**src/design/rsa_modexp_pkg.sv**
```systemverilog
// ----------------------------------------------------------------------------
// RSA modular exponentiation package
// Shared constants: default datapath width, port field widths, register
// indexes, register reset values and command codes.
// ----------------------------------------------------------------------------
package rsa_modexp_pkg;

  // default bits of modulus, exponents and message inside the datapath
  localparam int RSA_WIDTH_DEFAULT = 32;

  // fixed widths of the port fields
  localparam int WORD_W  = 32;
  localparam int CFG_IDX_W = 2;

  // configuration register indexes
  localparam logic [CFG_IDX_W-1:0] CFG_MODULUS     = 2'd0;
  localparam logic [CFG_IDX_W-1:0] CFG_PUBLIC_EXP  = 2'd1;
  localparam logic [CFG_IDX_W-1:0] CFG_PRIVATE_EXP = 2'd2;

  // configuration reset values
  localparam logic [WORD_W-1:0] MODULUS_RST     = 32'd33;
  localparam logic [WORD_W-1:0] PUBLIC_EXP_RST  = 32'd3;
  localparam logic [WORD_W-1:0] PRIVATE_EXP_RST = 32'd7;

  // command codes
  localparam logic CMD_ENCRYPT = 1'b0;
  localparam logic CMD_DECRYPT = 1'b1;

endpackage

```
**src/design/rsa_modular_exponentiation_top.sv**
```systemverilog
// ----------------------------------------------------------------------------
// RSA modular exponentiation top level
// Computes message^exponent mod modulus by right-to-left square-and-multiply
// on one shared modular adder under a small sequencer.
// ----------------------------------------------------------------------------
// One word is taken at a time; s_tready is high only while the sequencer is
// idle, and a finished result sits in the output register so the next word
// can be taken before it is read. All work runs through one modular adder:
// the message is first reduced bit by bit, then each modular multiplication
// is a shift-and-add over the WIDTH bits of one operand, with a doubling
// step per bit and an add step for each set bit, followed by a bookkeeping
// step. An exponent with k significant bits and p set bits needs k-1
// squarings and p multiplications. A zero modulus makes all arithmetic
// wrap at 2^WIDTH; a zero exponent gives 1.
// ----------------------------------------------------------------------------
module rsa_modular_exponentiation_top
  import rsa_modexp_pkg::*;
#(
  parameter int WIDTH = RSA_WIDTH_DEFAULT
) (
  input  logic                 clk,
  input  logic                 rst,
  // configuration write port
  input  logic                 cfg_we,
  input  logic [CFG_IDX_W-1:0] cfg_index,
  input  logic [WORD_W-1:0]    cfg_data,
  // input words
  input  logic                 s_tvalid,
  output logic                 s_tready,
  input  logic [WORD_W-1:0]    s_tdata,   // [31:0] message
  input  logic                 s_tuser,   // [0] command
  input  logic                 s_tlast,   // block_end
  // result words
  output logic                 m_tvalid,
  input  logic                 m_tready,
  output logic [WORD_W-1:0]    m_tdata,   // [31:0] value
  output logic                 m_tlast    // last_of_block
);

  localparam int CW = (WIDTH > 1) ? $clog2(WIDTH) : 1;

  // sequencer states
  localparam logic [1:0] ST_IDLE = 2'd0;
  localparam logic [1:0] ST_LOOP = 2'd1;
  localparam logic [1:0] ST_POST = 2'd2;
  localparam logic [1:0] ST_OUT  = 2'd3;

  // kind of the pass running through the loop
  localparam logic [1:0] K_RED  = 2'd0;
  localparam logic [1:0] K_RES  = 2'd1;
  localparam logic [1:0] K_BASE = 2'd2;

  // configuration registers
  logic [WORD_W-1:0] modulus;
  logic [WORD_W-1:0] public_exponent;
  logic [WORD_W-1:0] private_exponent;

  // sequencer and datapath registers
  logic [1:0]       state;
  logic [1:0]       kind;
  logic             phase;
  logic [CW-1:0]    cnt;
  logic [WIDTH-1:0] ex;
  logic [WIDTH-1:0] base;
  logic [WIDTH-1:0] res;
  logic [WIDTH-1:0] acc;
  logic [WIDTH-1:0] bsh;
  logic             last;

  logic [WIDTH-1:0] mod_w;
  logic [WIDTH-1:0] add_y;
  logic [WIDTH-1:0] add_sum;
  logic             out_free;

  assign mod_w    = WIDTH'(modulus);
  assign s_tready = (state == ST_IDLE);
  assign out_free = !m_tvalid || m_tready;

  // second operand: doubling, then the added bit or the base
  assign add_y = !phase ? acc : ((kind == K_RED) ? WIDTH'(1) : base);

  rsa_modexp_addmod #(
    .WIDTH (WIDTH)
  ) u_addmod (
    .x   (acc),
    .y   (add_y),
    .m   (mod_w),
    .sum (add_sum)
  );

  // configuration writes
  always_ff @(posedge clk) begin
    if (rst) begin
      modulus          <= MODULUS_RST;
      public_exponent  <= PUBLIC_EXP_RST;
      private_exponent <= PRIVATE_EXP_RST;
    end else if (cfg_we) begin
      case (cfg_index)
        CFG_MODULUS:     modulus          <= cfg_data;
        CFG_PUBLIC_EXP:  public_exponent  <= cfg_data;
        CFG_PRIVATE_EXP: private_exponent <= cfg_data;
        default: ;
      endcase
    end
  end

  // sequencer control
  always_ff @(posedge clk) begin
    if (rst) begin
      state    <= ST_IDLE;
      kind     <= K_RED;
      phase    <= 1'b0;
      cnt      <= '0;
      m_tvalid <= 1'b0;
    end else begin
      // a new result wins over the read of the old one
      if (state == ST_OUT && out_free) m_tvalid <= 1'b1;
      else if (m_tvalid && m_tready) m_tvalid <= 1'b0;
      case (state)
        ST_IDLE: begin
          if (s_tvalid) begin
            state <= ST_LOOP;
            kind  <= K_RED;
            phase <= 1'b0;
            cnt   <= CW'(WIDTH - 1);
          end
        end
        ST_LOOP: begin
          if (!phase && bsh[WIDTH-1]) begin
            phase <= 1'b1;
          end else begin
            phase <= 1'b0;
            if (cnt == '0) state <= ST_POST;
            else cnt <= cnt - 1'b1;
          end
        end
        ST_POST: begin
          cnt   <= CW'(WIDTH - 1);
          phase <= 1'b0;
          if (kind == K_RES) begin
            if (ex[WIDTH-1:1] == '0) state <= ST_OUT;
            else begin
              state <= ST_LOOP;
              kind  <= K_BASE;
            end
          end else if (ex == '0) begin
            state <= ST_OUT;
          end else begin
            state <= ST_LOOP;
            kind  <= ex[0] ? K_RES : K_BASE;
          end
        end
        ST_OUT: begin
          if (out_free) state <= ST_IDLE;
        end
        default: state <= ST_IDLE;
      endcase
    end
  end

  // datapath
  always_ff @(posedge clk) begin
    case (state)
      ST_IDLE: begin
        if (s_tvalid) begin
          ex   <= WIDTH'((s_tuser == CMD_DECRYPT) ? private_exponent : public_exponent);
          bsh  <= WIDTH'(s_tdata);
          acc  <= '0;
          res  <= WIDTH'(1);
          last <= s_tlast;
        end
      end
      ST_LOOP: begin
        acc <= add_sum;
        if (phase || !bsh[WIDTH-1]) bsh <= bsh << 1;
      end
      ST_POST: begin
        acc <= '0;
        if (kind == K_RES) begin
          res <= acc;
          ex  <= ex >> 1;
          bsh <= base;
        end else begin
          base <= acc;
          if (ex != '0) begin
            if (ex[0]) bsh <= res;
            else begin
              ex  <= ex >> 1;
              bsh <= acc;
            end
          end
        end
      end
      ST_OUT: begin
        if (out_free) begin
          m_tdata <= WORD_W'(res);
          m_tlast <= last;
        end
      end
      default: ;
    endcase
  end

  // an accepted word always starts the message reduction
  a_accept_starts_reduce: assert property (@(posedge clk) disable iff (rst)
    (s_tvalid && s_tready) |=> (state == ST_LOOP && kind == K_RED && !phase))
    else $error("accepted word did not start reduction");

  // a result only appears from the output state
  a_result_from_out: assert property (@(posedge clk) disable iff (rst)
    $rose(m_tvalid) |-> ($past(state) == ST_OUT))
    else $error("result raised outside the output state");

  // the add phase only exists inside the bit loop
  a_phase_in_loop: assert property (@(posedge clk) disable iff (rst)
    phase |-> (state == ST_LOOP))
    else $error("add phase set outside the loop");

  // no new word is taken while a pass is in flight
  a_busy_not_ready: assert property (@(posedge clk) disable iff (rst)
    (state == ST_LOOP && cnt != '0) |=> !s_tready)
    else $error("ready raised in the middle of a pass");

endmodule

```
**src/design/rsa_modexp_addmod.sv**
```systemverilog
// ----------------------------------------------------------------------------
// Modular adder
// Shared arithmetic unit: (x + y) mod m with one add and one compare and
// subtract. Needs x < m and y <= m. A modulus of zero gives the sum
// wrapped to WIDTH bits.
// ----------------------------------------------------------------------------
module rsa_modexp_addmod #(
  parameter int WIDTH = 32
) (
  input  logic [WIDTH-1:0] x,
  input  logic [WIDTH-1:0] y,
  input  logic [WIDTH-1:0] m,
  output logic [WIDTH-1:0] sum
);

  logic [WIDTH:0] raw;
  logic [WIDTH:0] diff;

  // sum one bit wider, then one conditional subtract
  assign raw  = {1'b0, x} + {1'b0, y};
  assign diff = raw - {1'b0, m};
  assign sum  = (raw >= {1'b0, m}) ? diff[WIDTH-1:0] : raw[WIDTH-1:0];

endmodule
```
**config.mk**
```make
export PLATFORM = sky130hd
export DESIGN_NAME = rsa_modular_exponentiation_top
export DESIGN_NICKNAME = d
export VERILOG_FILES = /design/src/design/rsa_modexp_pkg.sv /design/src/design/rsa_modular_exponentiation_top.sv /design/src/design/rsa_modexp_addmod.sv
export SDC_FILE = /design/constraint.sdc
export NUM_CORES = 1
export LEC_CHECK = 0
export ABC_CLOCK_PERIOD_IN_PS = 9700
export BUFFER_PORTS_ARGS = -buffer_cell sky130_fd_sc_hd__buf_4
export CAP_MARGIN = 10
export CORE_UTILIZATION = 40
export DETAILED_ROUTE_END_ITERATION = 6
export GPL_TIMING_DRIVEN = 0
export SKIP_LAST_GASP = 1
export SLEW_MARGIN = 20
export SYNTH_ARGS = -nofsm -noshare
export SYNTH_HDL_FRONTEND = slang
export SYNTH_SLANG_ARGS = --single-unit
```
**constraint.sdc**
```tcl
create_clock -name clk -period 9.7 [get_ports clk]
set_clock_uncertainty 0.05 [all_clocks]
set_input_delay 0.97 -clock clk [delete_from_list [all_inputs] [get_ports clk]]
set_output_delay 0.97 -clock clk [all_outputs]
set_load 0.01 [all_outputs]
```
==> flow_summary.json <==
{
  "yosysMostFrequentCell": "nand2_1",
  "hpwl_um": 33230,
  "drtIter0Drc": 846,
  "setup_slack_ns": 3.125,
  "power.density_nw_per_um2": 429.7,
  "grt_pass1_vias": 12520,
  "vias": 12880,
  "place_worst_setup_slack_ns": 3.122,
  "portBuffers": 105,
  "crit_type": "reg -> reg",
  "min_period_ns": 6.575,
  "die-width_um": 203.4,
  "synthesis.area_um2": 16220,
  "grt_max_degree": 35,
  "cts_root_buffer": "clkbuf_16",
  "dp.cells": 2373,
  "wl_per_cell_um": 17.55,
  "cp_data_arrival_time_ns": 6.79,
  "endpoint": "acc[25]",
  "path_clk_slew_ns": 0.06,
  "r2r_start": "phase",
  "die-area_um2": 41370,
  "ys_types": 69,
  "drc": 0,
  "grt_pass1_wl_um": 68240,
  "dr.pass1.iters": 5,
  "drive_gt1_share_pct": 9.733,
  "htreeDepth": 2,
  "hold_class": "reg -> reg",
  "startpoint": "phase",
  "gr-usage-all-layers_pct": 20.94,
  "wl_um": 42750,
  "areaGrowthSynthToFinish_pct": 16.54,
  "drv_slew": 0,
  "synth_common_cells": "327 x nand2_1, 194 x edfxtp_1, 183 x a21oi_1",
  "core_um2": 39820,
  "postRouteAntennaNets": 0,
  "synth_flop_cell": "edfxtp_1",
  "clkSinkCount": 301,
  "cts_setup_buffers": 0,
  "antenna_found_initial": 0,
  "place_congestion": 0.9402,
  "avgViaCountPerCell": 5.289,
  "hold_viol_final": 0,
  "num_rows": 73,
  "seqCellArea_um2": 7968,
  "holdBufCountCts": 0,
  "finalSetupTns_ns": 0,
  "syn_area_per_cell_um2": 9.356,
  "max_clock_freq_ghz": 0.1521,
  "syn_inst": 1734,
  "insertion_delay_ns": 0.54,
  "synth_seq_cells": 301,
  "worstPathRequired_ns": 9.91,
  "cts.path.max_buffers": 3,
  "tightest_slew_ns": 1.092,
  "cts_resized": 0,
  "netlist.area_leader.share_pct": 35.91,
  "fin_crit_sh_pct": 67.78,
  "dieHeight_um": 203.4,
  "grt-ovfl-total": 0,
  "ios": 108,
  "async_flop_share_pct": 0,
  "ys_seq_area_share_pct": 49.11,
  "critical_path.max_fanout": 10,
  "status": "finished clean",
  "diodes": 0,
  "relSlewSlack_pct": 27.04,
  "r2r-end": "acc[25]",
  "final_nets": 2031,
  "n_fill_cell": 3892,
  "worst_setup_path_start_kind": "flop",
  "synth_top_area_cell": "edfxtp_1",
  "maxCapViolCount": 0,
  "syn_nets": 1880,
  "layoutNonFillerInstCount": 2436,
  "setup.worst_path.end_class": "flop",
  "cts_tree": "yes",
  "rsz0062_at_grt": "false",
  "r2r_cells": 23,
  "multi_input_area_um2": 7597,
  "ys_top_cells_by_area": "edfxtp_1 36%, dfxtp_1 13%, nand2_1 7.6%, a21oi_1 5.6%, mux2i_1 5.5%",
  "cts_made_buffers": 35,
  "setup_violations": 0,
  "start_util_pct": 40.74,
  "leakage_uw": 0.007168,
  "r2r_setup_slack_ns": 3.13,
  "peakVddDrop_uv": 177.3,
  "ys_warn_count": 0,
  "synth_edf_count": 194
}
==> power by group <==
group	internal [uW]	leakage [uW]	switching (uW)
Combinational	1890	0.00385	2790
Clock	741	0.000536	527
Sequential	1940	0.00278	243
==> critical path, cell delays in order, from the launching register on <==
cell and delay, ns:
dfxtp_1 0.30, clkbuf_1 0.39, o21a_1 0.37, buf_1 0.42, nand2_1 0.10, o21ai_0 0.09, ha_1 0.26, o21ai_0 0.13
o21ai_0 0.26, a21oi_1 0.20, a2111oi_0 0.80, o21ai_1 0.30, xnor2_1 0.38, ha_1 0.30, clkbuf_1 0.19, a21o_1 0.21
a221oi_1 0.29, nor2_1 0.07, a211o_1 0.28, a211oi_2 0.17, buf_4 0.26, buf_8 0.18, mux2i_1 0.19, nor2_1 0.08
==> per-layer routing <==
layer / global-route usage [%] / up-vias / routed length, um
li1: - / 6439 / -
met1: 28.58 / 6060 / 20140
met2: 34.17 / 322 / 19480
met3: 3.148 / 62 / 2069
met4: 6.391 / 0 / 1062
met5: 0 / - / 0
==> worst min-delay path by stage <==
stage	from	endpoint	slack, ns	depth (start not counted)
5_1_grt	last	m_tlast	0.37	0
6_report	last	m_tlast	0.37	0
3_5_place_dp	last	m_tlast	0.35	0
3_3_place_gp	last	m_tlast	0.36	0
2_1_floorplan	last	m_tlast	0.35	0
4_1_cts	last	m_tlast	0.36	0
==> cells by family after synthesis <==
| family | after synthesis | share of synthesized area [%] |
|---|---|---|
| buffers and inverters | 179 | 4.288 |
| AND/OR/NAND/NOR | 579 | 15.49 |
| multiplexers | 90 | 5.561 |
| flip-flops | 301 | 49.11 |
| adder cells (fa/ha/maj) | 73 | 5.723 |
| XOR/XNOR | 58 | 3.131 |
| AO/OA/AOI/OAI | 454 | 16.69 |
==> state kept, by name, indices dropped and copies added, names as in the netlist <==
signal / cells
state: 2
m_tdata: 32
m_tlast: 1
base: 32
kind: 2
private_exponent: 32
phase: 1
res: 32
mod_w: 32
last: 1
cnt: 5
public_exponent: 32
ex: 32
m_tvalid: 1
acc: 32
bsh: 32
==> layout by cell type, fill, tap and decap left out, types with 15 or more instances in the layout <==
cell,netlist,layout
a21o_1,25,25
a21oi_1,183,183
a22oi_1,31,31
and2_1,34,33
buf_4,1,106
clkbuf_1,84,92
clkbuf_16,0,38
dfxtp_1,107,107
edfxtp_1,194,194
ha_1,71,71
inv_1,87,87
mux2i_1,89,89
nand2_1,327,327
nand3_1,15,15
nor2_1,112,109
nor3_1,15,15
o21ai_0,122,122
xnor2_1,34,34
xor2_1,24,24
==> layout make-up <==
type | count | share of cell area, %
plain buffers | 91 | 1.932
clock buffers | 46 | 5.189
clock inverters | 17 | 0.6023
inverters | 88 | 1.747
multi-input cells | 1254 | 40.19
flip-flops and latches | 301 | 42.14
well taps | 525 | 3.475
repair buffers | 114 | 4.725
==> per-stage QoR <==
step	area (um^2)	total power, uW	utilization [%]	hold slack [ns]
2_1_floorplan	16220	5680	-	0.3503
3_3_place_gp	17670	6740	44.37	0.3578
3_5_place_dp	17810	6842	44.72	0.3545
4_1_cts	18910	8133	47.47	0.3614
5_1_grt	18910	8786	47.47	0.3720
6_report	18910	8123	47.47	0.3669
(Power assumes the default switching activity.)
